File: src/ebd_pkg.sv
// ----------------------------------------------------------------------------
// ebd_pkg
// Shared types and constants of the edge-timed barcode decoder.
// ----------------------------------------------------------------------------
package ebd_pkg;

   localparam int unsigned CODE_BITS = 8;
   localparam int unsigned END_COUNT = 2 * CODE_BITS + 2;
   localparam int unsigned CNT_W     = $clog2(END_COUNT + 1);
   localparam int unsigned DIV_W     = 32;
   localparam int unsigned DCNT_W    = $clog2(DIV_W);

   // operation codes carried on req_tuser
   localparam logic OP_EDGE = 1'b0;
   localparam logic OP_POLL = 1'b1;

   // register indexes
   localparam logic CSR_BIT_LENGTH = 1'b0;
   localparam logic CSR_TIMEOUT    = 1'b1;

   // result status codes
   localparam logic [2:0] ST_NO_CODE     = 3'd0;
   localparam logic [2:0] ST_IN_PROGRESS = 3'd1;
   localparam logic [2:0] ST_SUCCESS     = 3'd2;
   localparam logic [2:0] ST_PHASE_ERROR = 3'd3;
   localparam logic [2:0] ST_TIMEOUT     = 3'd4;

   typedef struct packed {
      logic edge_go;    // edge transfer accepted
      logic poll_go;    // poll transfer accepted
      logic div_step;   // advance divider one quotient bit
      logic load_div;   // move divider result to output register
   } ebd_cmd_type;

   typedef struct packed {
      logic div_needed; // current poll is a success with nonzero period
      logic div_last;   // divider on its final step
   } ebd_sts_type;

endpackage

File: src/edge_timed_barcode_decoder_core.sv
// ----------------------------------------------------------------------------
// edge_timed_barcode_decoder_core
// Decodes an 8-bit barcode from timestamped sensor edges; polls report status.
// ----------------------------------------------------------------------------
//
//  Channel  Direction  Transfer carries
//  -------  ---------  ---------------------------------------------------
//  req_     in         tuser: operation; tdata: pin_level, time_us
//  rsp_     out        tuser: status; tdata: code_value, velocity
//  csr_     in         register write (0 bit_length_scaled, 1 reading_timeout)
//
//  An edge, or a poll that reports anything but a success with a nonzero bit
//  period, is done once it is taken; such a success runs the 32-step bit-serial
//  divider and then loads its result (accept, divide steps, load).
//  A new transfer is taken only when idle and the result register is empty or
//  its result leaves in the same cycle; a stalled result side holds edges too.
//  Reset is synchronous, active high, and clears decoder and register state.
//
module edge_timed_barcode_decoder_core (
   input  logic        clock,
   input  logic        reset,
   // request stream
   input  logic        req_tvalid,
   output logic        req_tready,
   input  logic        req_tuser,   // [0] operation
   input  logic [39:0] req_tdata,   // [0] pin_level, [32:1] time_us, [39:33] zero
   // result stream
   output logic        rsp_tvalid,
   input  logic        rsp_tready,
   output logic [2:0]  rsp_tuser,   // [2:0] status
   output logic [39:0] rsp_tdata,   // [7:0] code_value, [39:8] velocity
   // register writes
   input  logic        csr_we,
   input  logic        csr_addr,
   input  logic [31:0] csr_wdata
);
   import ebd_pkg::*;

   ebd_cmd_type cmd;   // controller -> datapath
   ebd_sts_type sts;   // datapath -> controller

   logic [7:0]  code_value;
   logic [31:0] velocity;

   // sequencing: accept, divide, deliver
   ebd_ctrl u_ctrl (
      .clock      (clock),
      .reset      (reset),
      .req_tvalid (req_tvalid),
      .req_tready (req_tready),
      .req_tuser  (req_tuser),
      .rsp_tvalid (rsp_tvalid),
      .rsp_tready (rsp_tready),
      .cmd        (cmd),
      .sts        (sts)
   );

   // edge timing, poll evaluation, divider and result register
   ebd_datapath u_datapath (
      .clock        (clock),
      .reset        (reset),
      .cmd          (cmd),
      .sts          (sts),
      .csr_we       (csr_we),
      .csr_addr     (csr_addr),
      .csr_wdata    (csr_wdata),
      .req_pin      (req_tdata[0]),
      .req_time     (req_tdata[32:1]),
      .rsp_status   (rsp_tuser),
      .rsp_code     (code_value),
      .rsp_velocity (velocity)
   );

   assign rsp_tdata = {velocity, code_value};

   // no new transfer while the divider runs
   a_no_accept_in_divide: assert property (@(posedge clock) disable iff (reset)
      cmd.div_step |-> !req_tready)
      else $error("request accepted during divide");

   // last divide step always hands over to delivery
   a_divide_ends: assert property (@(posedge clock) disable iff (reset)
      (cmd.div_step && sts.div_last) |=> !cmd.div_step)
      else $error("divider ran past its last step");

   // a poll without division shows its result on the next cycle
   a_quick_poll: assert property (@(posedge clock) disable iff (reset)
      (cmd.poll_go && !sts.div_needed) |=> rsp_tvalid)
      else $error("poll result missing");

endmodule

File: src/ebd_ctrl.sv
// ----------------------------------------------------------------------------
// ebd_ctrl
// Sequencer: handshakes, divide sequencing and result valid.
// ----------------------------------------------------------------------------
module ebd_ctrl (
   input  logic                 clock,
   input  logic                 reset,
   input  logic                 req_tvalid,
   output logic                 req_tready,
   input  logic                 req_tuser,
   output logic                 rsp_tvalid,
   input  logic                 rsp_tready,
   output ebd_pkg::ebd_cmd_type cmd,
   input  ebd_pkg::ebd_sts_type sts
);
   import ebd_pkg::*;

   typedef enum logic [1:0] {S_IDLE, S_DIVIDE, S_DELIVER} state_type;

   state_type state_ff, state_in;
   logic      rsp_valid_ff, rsp_valid_in;
   logic      out_free;
   logic      accept;

   always_comb begin
      out_free     = !rsp_valid_ff || rsp_tready;
      req_tready   = (state_ff == S_IDLE) && out_free;
      accept       = req_tvalid && req_tready;
      cmd.edge_go  = accept && (req_tuser == OP_EDGE);
      cmd.poll_go  = accept && (req_tuser == OP_POLL);
      cmd.div_step = (state_ff == S_DIVIDE);
      cmd.load_div = (state_ff == S_DELIVER) && out_free;

      state_in     = state_ff;
      rsp_valid_in = rsp_valid_ff && !rsp_tready;
      unique case (state_ff)
         S_IDLE: begin
            if (cmd.poll_go) begin
               if (sts.div_needed) begin
                  state_in = S_DIVIDE;
               end else begin
                  rsp_valid_in = 1'b1;
               end
            end
         end
         S_DIVIDE: begin
            if (sts.div_last) begin
               state_in = S_DELIVER;
            end
         end
         S_DELIVER: begin
            if (cmd.load_div) begin
               rsp_valid_in = 1'b1;
               state_in     = S_IDLE;
            end
         end
         default: state_in = S_IDLE;
      endcase
   end

   always_ff @(posedge clock) begin
      if (reset) begin
         state_ff     <= S_IDLE;
         rsp_valid_ff <= 1'b0;
      end else begin
         state_ff     <= state_in;
         rsp_valid_ff <= rsp_valid_in;
      end
   end

   assign rsp_tvalid = rsp_valid_ff;

endmodule

File: src/ebd_datapath.sv
// ----------------------------------------------------------------------------
// ebd_datapath
// Edge timing state, poll evaluation, bit-serial divider, result register.
// ----------------------------------------------------------------------------
module ebd_datapath (
   input  logic                 clock,
   input  logic                 reset,
   input  ebd_pkg::ebd_cmd_type cmd,
   output ebd_pkg::ebd_sts_type sts,
   input  logic                 csr_we,
   input  logic                 csr_addr,
   input  logic [31:0]          csr_wdata,
   input  logic                 req_pin,
   input  logic [31:0]          req_time,
   output logic [2:0]           rsp_status,
   output logic [7:0]           rsp_code,
   output logic [31:0]          rsp_velocity
);
   import ebd_pkg::*;

   // configuration
   logic [31:0]          bls_ff;
   logic [15:0]          timeout_ff;

   // decoder state
   logic [CNT_W-1:0]     count_ff, count_in;
   logic [31:0]          last_ff, last_in;
   logic [31:0]          white_ff, white_in;
   logic [CODE_BITS-1:0] bits_ff, bits_in;
   logic [32:0]          period_ff, period_in;
   logic                 err_ff, err_in;

   // divider
   logic [32:0]          dvsr_ff;
   logic [32:0]          rem_ff;
   logic [DIV_W-1:0]     quo_ff;
   logic [DCNT_W-1:0]    dcnt_ff;
   logic [7:0]           code_hold_ff;
   logic [33:0]          trial;
   logic                 trial_ge;

   // result register
   logic [2:0]           out_status_ff, out_status_in;
   logic [7:0]           out_code_ff, out_code_in;
   logic [31:0]          out_vel_ff, out_vel_in;

   logic [CNT_W-1:0]     count_inc;
   logic                 count_full;
   logic [31:0]          dur;

   always_comb begin
      count_full     = (count_ff >= CNT_W'(END_COUNT));
      count_inc      = count_ff + CNT_W'(1);
      dur            = req_time - last_ff;
      sts.div_needed = !err_ff && count_full && (period_ff != 33'd0);
      sts.div_last   = (dcnt_ff == '0);
      trial          = {rem_ff, quo_ff[DIV_W-1]};
      trial_ge       = (trial >= {1'b0, dvsr_ff});
   end

   always_comb begin
      count_in      = count_ff;
      last_in       = last_ff;
      white_in      = white_ff;
      bits_in       = bits_ff;
      period_in     = period_ff;
      err_in        = err_ff;
      out_status_in = ST_IN_PROGRESS;
      out_code_in   = 8'd0;
      out_vel_in    = 32'd0;

      if (cmd.edge_go && !count_full) begin
         count_in = count_inc;
         if (req_pin != count_inc[0]) begin
            count_in = '0;
            err_in   = 1'b1;
         end else if (count_inc == CNT_W'(1)) begin
            last_in = req_time;
         end else if (count_inc < CNT_W'(END_COUNT)) begin
            if (req_pin) begin
               bits_in   = {bits_ff[CODE_BITS-2:0], (white_ff > dur)};
               period_in = {1'b0, white_ff} + {1'b0, dur};
            end else begin
               white_in = dur;
            end
            last_in = req_time;
         end
      end

      if (cmd.poll_go) begin
         priority if (err_ff) begin
            count_in      = '0;
            err_in        = 1'b0;
            out_status_in = ST_PHASE_ERROR;
         end else if (count_full) begin
            count_in      = '0;
            out_status_in = ST_SUCCESS;
            out_code_in   = 8'(bits_ff);
            out_vel_in    = '1;
         end else if (count_ff == '0) begin
            out_status_in = ST_NO_CODE;
         end else if (dur > {16'd0, timeout_ff}) begin
            count_in      = '0;
            out_status_in = ST_TIMEOUT;
         end else begin
            out_status_in = ST_IN_PROGRESS;
         end
      end

      if (cmd.load_div) begin
         out_status_in = ST_SUCCESS;
         out_code_in   = code_hold_ff;
         out_vel_in    = quo_ff;
      end
   end

   always_ff @(posedge clock) begin
      if (reset) begin
         bls_ff     <= 32'd0;
         timeout_ff <= 16'hFFFF;
         count_ff   <= '0;
         last_ff    <= 32'd0;
         white_ff   <= 32'd0;
         bits_ff    <= '0;
         period_ff  <= 33'd0;
         err_ff     <= 1'b0;
      end else begin
         if (csr_we) begin
            unique case (csr_addr)
               CSR_BIT_LENGTH: bls_ff     <= csr_wdata;
               CSR_TIMEOUT:    timeout_ff <= csr_wdata[15:0];
               default:        ;
            endcase
         end
         count_ff  <= count_in;
         last_ff   <= last_in;
         white_ff  <= white_in;
         bits_ff   <= bits_in;
         period_ff <= period_in;
         err_ff    <= err_in;
      end
   end

   // restoring divider, one quotient bit per cycle; quo_ff starts as dividend
   always_ff @(posedge clock) begin
      if (cmd.poll_go && sts.div_needed) begin
         dvsr_ff      <= period_ff;
         rem_ff       <= 33'd0;
         quo_ff       <= bls_ff;
         dcnt_ff      <= DCNT_W'(DIV_W - 1);
         code_hold_ff <= 8'(bits_ff);
      end else if (cmd.div_step) begin
         rem_ff  <= trial_ge ? 33'(trial - {1'b0, dvsr_ff}) : trial[32:0];
         quo_ff  <= {quo_ff[DIV_W-2:0], trial_ge};
         dcnt_ff <= dcnt_ff - DCNT_W'(1);
      end
   end

   always_ff @(posedge clock) begin
      if ((cmd.poll_go && !sts.div_needed) || cmd.load_div) begin
         out_status_ff <= out_status_in;
         out_code_ff   <= out_code_in;
         out_vel_ff    <= out_vel_in;
      end
   end

   assign rsp_status   = out_status_ff;
   assign rsp_code     = out_code_ff;
   assign rsp_velocity = out_vel_ff;

endmodule

File: config.mk
export PLATFORM = sky130hd
export DESIGN_NAME = edge_timed_barcode_decoder_core
export DESIGN_NICKNAME = d
export VERILOG_FILES = /design/src/ebd_pkg.sv /design/src/edge_timed_barcode_decoder_core.sv /design/src/ebd_ctrl.sv /design/src/ebd_datapath.sv
export SDC_FILE = /design/constraint.sdc
export NUM_CORES = 1
export LEC_CHECK = 0
export CORE_MARGIN = 3
export CORE_UTILIZATION = 35
export CTS_BUF_LIST = sky130_fd_sc_hd__clkbuf_16
export CTS_CLUSTER_SIZE = 12
export DETAILED_ROUTE_END_ITERATION = 12
export DONT_BUFFER_PORTS = 1
export GPL_TIMING_DRIVEN = 0
export RECOVER_POWER = 100
export SKIP_CTS_REPAIR_TIMING = 1
export SLEW_MARGIN = 20
export SYNTH_ARGS = -nofsm -noshare
export SYNTH_HDL_FRONTEND = slang
export SYNTH_HIERARCHICAL = 1
export SYNTH_SLANG_ARGS = --single-unit
File: constraint.sdc
create_clock -name clock -period 15.4 [get_ports clock]
set_input_delay 3.08 -clock clock [delete_from_list [all_inputs] [get_ports clock]]
set_output_delay 3.08 -clock clock [all_outputs]
set_load 0.02 [all_outputs]
Word level (Yosys, flattened, before mapping)
Index checks and enable logic that the tools add are counted.

word-level totals
  flip-flop bits (word level) = 316
  input port bits = 79
  output and inout port bits = 45
  logic and storage cells = 112

cells by class
  add/sub/neg operators = 5
  order comparisons = 5
  equality and inequality tests = 8
  muxes and demuxes = 38
  bitwise gates (word level) = 6
  reductions and logical operators = 31

operators by type and width
  cell                   count
  $mux W32               8
  $mux W5                7
  $ge A34 B33 Y1         1
  $add A32 B32 Y33       1
  $mux W33               1
  $reduce_bool A33 Y1    1
  $sub A33 B33 Y33       1
  $gt A32 B16 Y1         1
  $gt A32 B32 Y1         1
  $mux W8                4
  $sub A32 B32 Y32       1
  $mux W2                8
  $logic_and A1 B1 Y1    11
  $logic_not A5 Y1       2
  $reduce_and A5 Y1      2
  $ne A2 B1 Y1 const B   4
  $mux W1                7
  $not A1 Y1             6
  $pmux W2 S3            1
  $add A5 B1 Y5 const B  1
  $eq A5 B1 Y1 const B   1
  $ge A5 B5 Y1 const B   1
  $logic_not A1 Y1       5
  $lt A5 B5 Y1 const B   1
  13 further kinds       16

Longest topological paths before layout
  depth in word-level cells = 12
  mapped depth = 21
  mapped depth without buffers = 21

Hierarchy
The synthesis kept the hierarchy.

modules (own cells, without submodules)
  module        instances  cells each  area each (µm²)  sequential area each (µm²)
  ebd_datapath  1          2114        18255.0          7427.1
  ebd_ctrl      1          20          178.9            60.1

Worst setup path before layout
No wires, ideal clock.

  path kind = input to register
  start point = in req_tdata[1]
  end point = reg u_datapath.period_ff[31]
  setup time = 0.070 ns
  arrival time = 6.954 ns
  required time = 15.330 ns
  slack = 8.376 ns
  stages = 21
  buffers on the path = 0
  path through = inv_1 ha_1 fa_1 nand2b_1 a21oi_1 o21ai_2 o21ai_2 a21oi_1 xnor2_1 inv_1 ha_1 nand2b_1 a21oi_1 o21a_1 nor3b_1 o211ai_1 a2111oi_0 o311ai_0 xnor2_1 nand2_1 a21oi_1

between the ends
  cells in the longest elaborated chain, start to end = 2

ends and longest elaborated chain
  item                          RTL line                               text
  start, declared               edge_timed_barcode_decoder_core.sv:26  input logic [39:0] req_tdata,
  $sub A32 B32 Y32              ebd_datapath.sv:54                     dur = req_time - last_ff;
  named net u_datapath.dur[16]  ebd_datapath.sv:49                     logic [31:0] dur;
  $add A32 B32 Y33              ebd_datapath.sv:82                     period_in = {1'b0, white_ff} + {1'b0, dur};
  end signal, assigned          ebd_datapath.sv:139                    period_ff <= period_in;
  end, declared                 ebd_datapath.sv:30                     logic [32:0] period_ff, period_in;

The timed path passes the listed nets, and every way through them passes these cells.
A chain may end at the register's enable or synchronous reset.

Final worst setup path
  start point = in req_tdata[1]
  end point = reg u_datapath.out_status_ff[0] (netlist: u_datapath/rsp_status[0]) (data pin)

between the ends
  cells in the longest elaborated chain, start to end = 7

ends and longest elaborated chain
  item                          RTL line             text
  $sub A32 B32 Y32              ebd_datapath.sv:54
  named net u_datapath.dur[14]  ebd_datapath.sv:49
  $gt A32 B16 Y1                ebd_datapath.sv:102  end else if (dur > {16'd0, timeout_ff}) begin
  $mux W3                       ebd_datapath.sv:102
  $mux W2                       ebd_datapath.sv:100  end else if (count_ff == '0) begin
  $mux W2                       ebd_datapath.sv:95   end else if (count_full) begin
  $mux W2                       ebd_datapath.sv:91   priority if (err_ff) begin
  $mux W2                       ebd_datapath.sv:90   if (cmd.poll_go) begin
  end signal, assigned          ebd_datapath.sv:161  out_status_ff <= out_status_in;
  end, declared                 ebd_datapath.sv:43   logic [2:0] out_status_ff, out_status_in;

The timed path passes the listed nets, and every way through them passes these cells.

==> impl_metrics.json <==
{
  "hpwl_um": 38600,
  "row_count": 83,
  "cts.htree.levels": 2,
  "gr-usage-all-layers": 0.174,
  "area_growth_pct": 11.4,
  "synth_area_per_cell_sq_um": 8.64,
  "gp_congestion": 0.869,
  "yosys_most_used_dff": "sky130_fd_sc_hd__dfxtp_1",
  "layout_commonest_cell": "sky130_fd_sc_hd__nand2_1",
  "setup_violations": 0,
  "critPathCaptureType": "flop",
  "start_kind": "input pin",
  "status": "complete, but fails checks",
  "synth_seq_cells": 316,
  "instances_no_fill": 2890,
  "ant_nets": 0,
  "critPathRequiredTime_ns": 15.71,
  "synth.top_cells.by_area": "sky130_fd_sc_hd__dfxtp_1 (22%), sky130_fd_sc_hd__edfxtp_1 (19%), sky130_fd_sc_hd__ha_1 (10%)",
  "grt_antenna_before_repair": 2,
  "via_count": 15200,
  "fp.dieW_um": 235,
  "vias_per_cell": 5.26,
  "grt-ovfl-total": 0,
  "min_period_over_period": 0.538,
  "worstPathArrival_ns": 8.59,
  "die_height_um": 235,
  "irDropWorstVdd_mv": 0.0699,
  "cts.path.max_buffers": 3,
  "synth_largest_type_area_fraction": 0.217,
  "drc_errors": 0,
  "numClockSinks": 316,
  "worst_pin_slew_ns": 1.94,
  "finalSetupTns_ns": 0,
  "placedCellCount": 2817,
  "portBuffers": 0,
  "tritoncts.num_buffers": 39,
  "drt_wl_total_um": 49900,
  "detail_route.first_pass.iterations": 5,
  "cell_area_after_synthesis_sq_mm": 0.0184,
  "first_pass_grt_wire_length_um": 78500,
  "netlist_instances": 2134,
  "fmax_mhz": 121,
  "cts.reportedPaths.clkPinSlew_ns": 0.06,
  "finClkSkew_ns": 0.0125,
  "finalMaxSlewViolations": 58,
  "worst-path-max-fanout": 5,
  "most-common-layout-cells": "sky130_fd_sc_hd__nand2_1 (397), sky130_fd_sc_hd__dfxtp_1 (200), sky130_fd_sc_hd__a21oi_1 (196), sky130_fd_sc_hd__inv_1 (166), sky130_fd_sc_hd__nor2_1 (159)",
  "finalWorstPathRequiredPeriod_ns": 8.28,
  "total_leakage_power_nw": 8.59,
  "post_layout_total_power_mw": 2.06,
  "power_density_mw_per_mm2": 100,
  "core-area_sq_mm": 0.0517,
  "total_of_fill_cells_in_the_finished_design": 5272,
  "final.hold.worst_slack_ns": 0.455,
  "failed_checks": "max-capacitance violations, max-slew violations",
  "synth-edff-count": 116,
  "clock_tree_root_buffer_cell": "sky130_fd_sc_hd__clkbuf_16",
  "grt_start_max_net_pins": 36,
  "initial_utilization": 0.356,
  "postSynth.asyncResetShare": 0,
  "cap_violations": 2,
  "relSlewSlack": -0.294,
  "io_pins": 124,
  "drt_iter0_drc": 1029,
  "portion_of_the_post_synthesis_area_used_by_sequential_elements": 0.406,
  "drive_gt1_frac": 0.0421,
  "holdCritPathClass": "flop to flop",
  "rsz0062_at_grt": "no",
  "die-area_sq_mm": 0.0555,
  "clock_tree_from_tritoncts": "built",
  "routed_wire_length_per_instance_um": 17.3,
  "worstSetupPathType": "input pin to flop",
  "layout.nets": 2412,
  "clock_latency_ns": 0.56,
  "syn_nets": 2368,
  "yosysWarnings": 6,
  "hold_violations": 0,
  "ys_types": 89,
  "final_core_utilization": 0.397,
  "post-synth-top-area-cell": "sky130_fd_sc_hd__dfxtp_1",
  "via_count_of_the_first_global_routing_pass": 14400
}
## power breakdown
part           leakage (nW)  internal [mW]  switching (mW)
sequential             2.65          0.878          0.0155
clock                 0.645          0.534           0.374
combinational          5.29         0.0901           0.166
## critical path: stages
cell and delay (ns):
sky130_fd_sc_hd__inv_1 0.04, sky130_fd_sc_hd__ha_1 0.22, sky130_fd_sc_hd__fa_1 0.40, sky130_fd_sc_hd__nand2b_1 0.18, sky130_fd_sc_hd__a21oi_1 0.23, sky130_fd_sc_hd__o21ai_0 0.26, sky130_fd_sc_hd__o21ai_0 0.62, sky130_fd_sc_hd__nand3_1 0.15
sky130_fd_sc_hd__nand2_1 0.11, sky130_fd_sc_hd__xor2_1 0.47, sky130_fd_sc_hd__ha_1 0.35, sky130_fd_sc_hd__nor2b_1 0.15, sky130_fd_sc_hd__o21ai_0 0.14, sky130_fd_sc_hd__o21ai_0 0.11, sky130_fd_sc_hd__a211o_1 0.27, sky130_fd_sc_hd__a21oi_1 0.33
sky130_fd_sc_hd__nand4_1 0.17, sky130_fd_sc_hd__nor3_1 0.62, sky130_fd_sc_hd__nand3_1 0.28, sky130_fd_sc_hd__o22ai_1 0.39
## synthesized netlist by cell type, types with 5 or more instances
| cell | number |
|---|---|
| sky130_fd_sc_hd__nand2_1 | 396 |
| sky130_fd_sc_hd__dfxtp_1 | 200 |
| sky130_fd_sc_hd__a21oi_1 | 196 |
| sky130_fd_sc_hd__inv_1 | 158 |
| sky130_fd_sc_hd__nor2_1 | 158 |
| sky130_fd_sc_hd__ha_1 | 152 |
| sky130_fd_sc_hd__edfxtp_1 | 116 |
| sky130_fd_sc_hd__clkbuf_1 | 68 |
| sky130_fd_sc_hd__o21ai_0 | 64 |
| sky130_fd_sc_hd__mux2i_1 | 58 |
| sky130_fd_sc_hd__xnor2_1 | 58 |
| sky130_fd_sc_hd__a211oi_1 | 44 |
| sky130_fd_sc_hd__a21o_1 | 39 |
| sky130_fd_sc_hd__nand2b_1 | 29 |
| sky130_fd_sc_hd__xor2_1 | 27 |
| sky130_fd_sc_hd__nor3_1 | 25 |
| sky130_fd_sc_hd__and3_1 | 24 |
| sky130_fd_sc_hd__o21bai_1 | 24 |
| sky130_fd_sc_hd__nor4_1 | 22 |
| sky130_fd_sc_hd__a211o_1 | 21 |
| sky130_fd_sc_hd__nand4_1 | 18 |
| sky130_fd_sc_hd__o21a_1 | 16 |
| sky130_fd_sc_hd__or3_1 | 16 |
| sky130_fd_sc_hd__nand3_1 | 15 |
| sky130_fd_sc_hd__a31oi_1 | 14 |
| sky130_fd_sc_hd__buf_2 | 14 |
| sky130_fd_sc_hd__nor2b_1 | 10 |
| sky130_fd_sc_hd__o211ai_1 | 10 |
| sky130_fd_sc_hd__a22o_1 | 9 |
| sky130_fd_sc_hd__and2_1 | 8 |
| sky130_fd_sc_hd__buf_1 | 6 |
| sky130_fd_sc_hd__o31ai_1 | 6 |
| sky130_fd_sc_hd__a311oi_1 | 5 |
| sky130_fd_sc_hd__inv_2 | 5 |
| sky130_fd_sc_hd__nor3b_1 | 5 |
| sky130_fd_sc_hd__o311ai_0 | 5 |
## worst paths after layout
| path | startpoint | endpoint | slack, ns | depth (start not counted) |
|---|---|---|---|---|
| setup / recovery | req_tdata[1] | u_datapath/rsp_status[0] | 7.12 | 20 |
| setup reg to reg | u_datapath/last_ff[0] | u_datapath/rsp_status[0] | 9.41 | 19 |
| hold reg to reg | u_datapath/bls_ff[31] | u_datapath/bls_ff[31] | 0.46 | 2 |
| hold / removal | u_datapath/bls_ff[31] | u_datapath/bls_ff[31] | 0.46 | 2 |
## state kept, by name, summed over array words and instances (netlist names), 8 cells and up
signal and cells:
u_datapath/rem_ff 33, u_datapath/white_ff 32, u_datapath/timeout_ff 16, u_datapath/rsp_velocity 32, u_datapath/code_hold_ff 8, u_datapath/bls_ff 32, u_datapath/bits_ff 8, u_datapath/dvsr_ff 33
u_datapath/last_ff 32, u_datapath/rsp_code 8, u_datapath/period_ff 33, u_datapath/quo_ff 32
## stage by stage
| stage | setup slack, ns | cell area (sq um) |
|---|---|---|
| detailed placement | 7.31 | 19400 |
| finish | 7.12 | 20500 |
| global placement | 7.29 | 19300 |
| CTS | 7.88 | 20700 |
| floorplan | 8.38 | 18400 |
| global route | 7.08 | 20500 |
## area by class of cell
class / instances / area, sq um / area share
Tap cell: 680 / 851 / 0.0414
Inverter: 163 / 612 / 0.0298
Multi-Input combinational cell: 1563 / 9920 / 0.483
Clock inverter: 33 / 303 / 0.0147
Antenna cell: 1 / 2.50 / 0.000122
Clock buffer: 39 / 976 / 0.0475
Sequential cell: 316 / 7490 / 0.365
Buffer: 92 / 373 / 0.0182
Timing Repair Buffer: 3 / 11.3 / 0.000548
## cell families (layout without fill, tap and decap cells)
family,after synthesis,in the layout,synth area share
mux,60,60,0.0327
other cells,0,1,0
xor+xnor,85,85,0.0404
compound gates,500,500,0.175
fa+ha+maj,155,155,0.106
simple gates,763,763,0.186
flops,316,316,0.406
buf+inv,255,330,0.0537
## metal layers
layer | GRT usage | wire length, um
met1 | 0.238 | 22800
met2 | 0.281 | 22900
met3 | 0.0296 | 2860
met5 | 0 | 9
met4 | 0.0533 | 1340
Power figures use the tool's default switching activity.
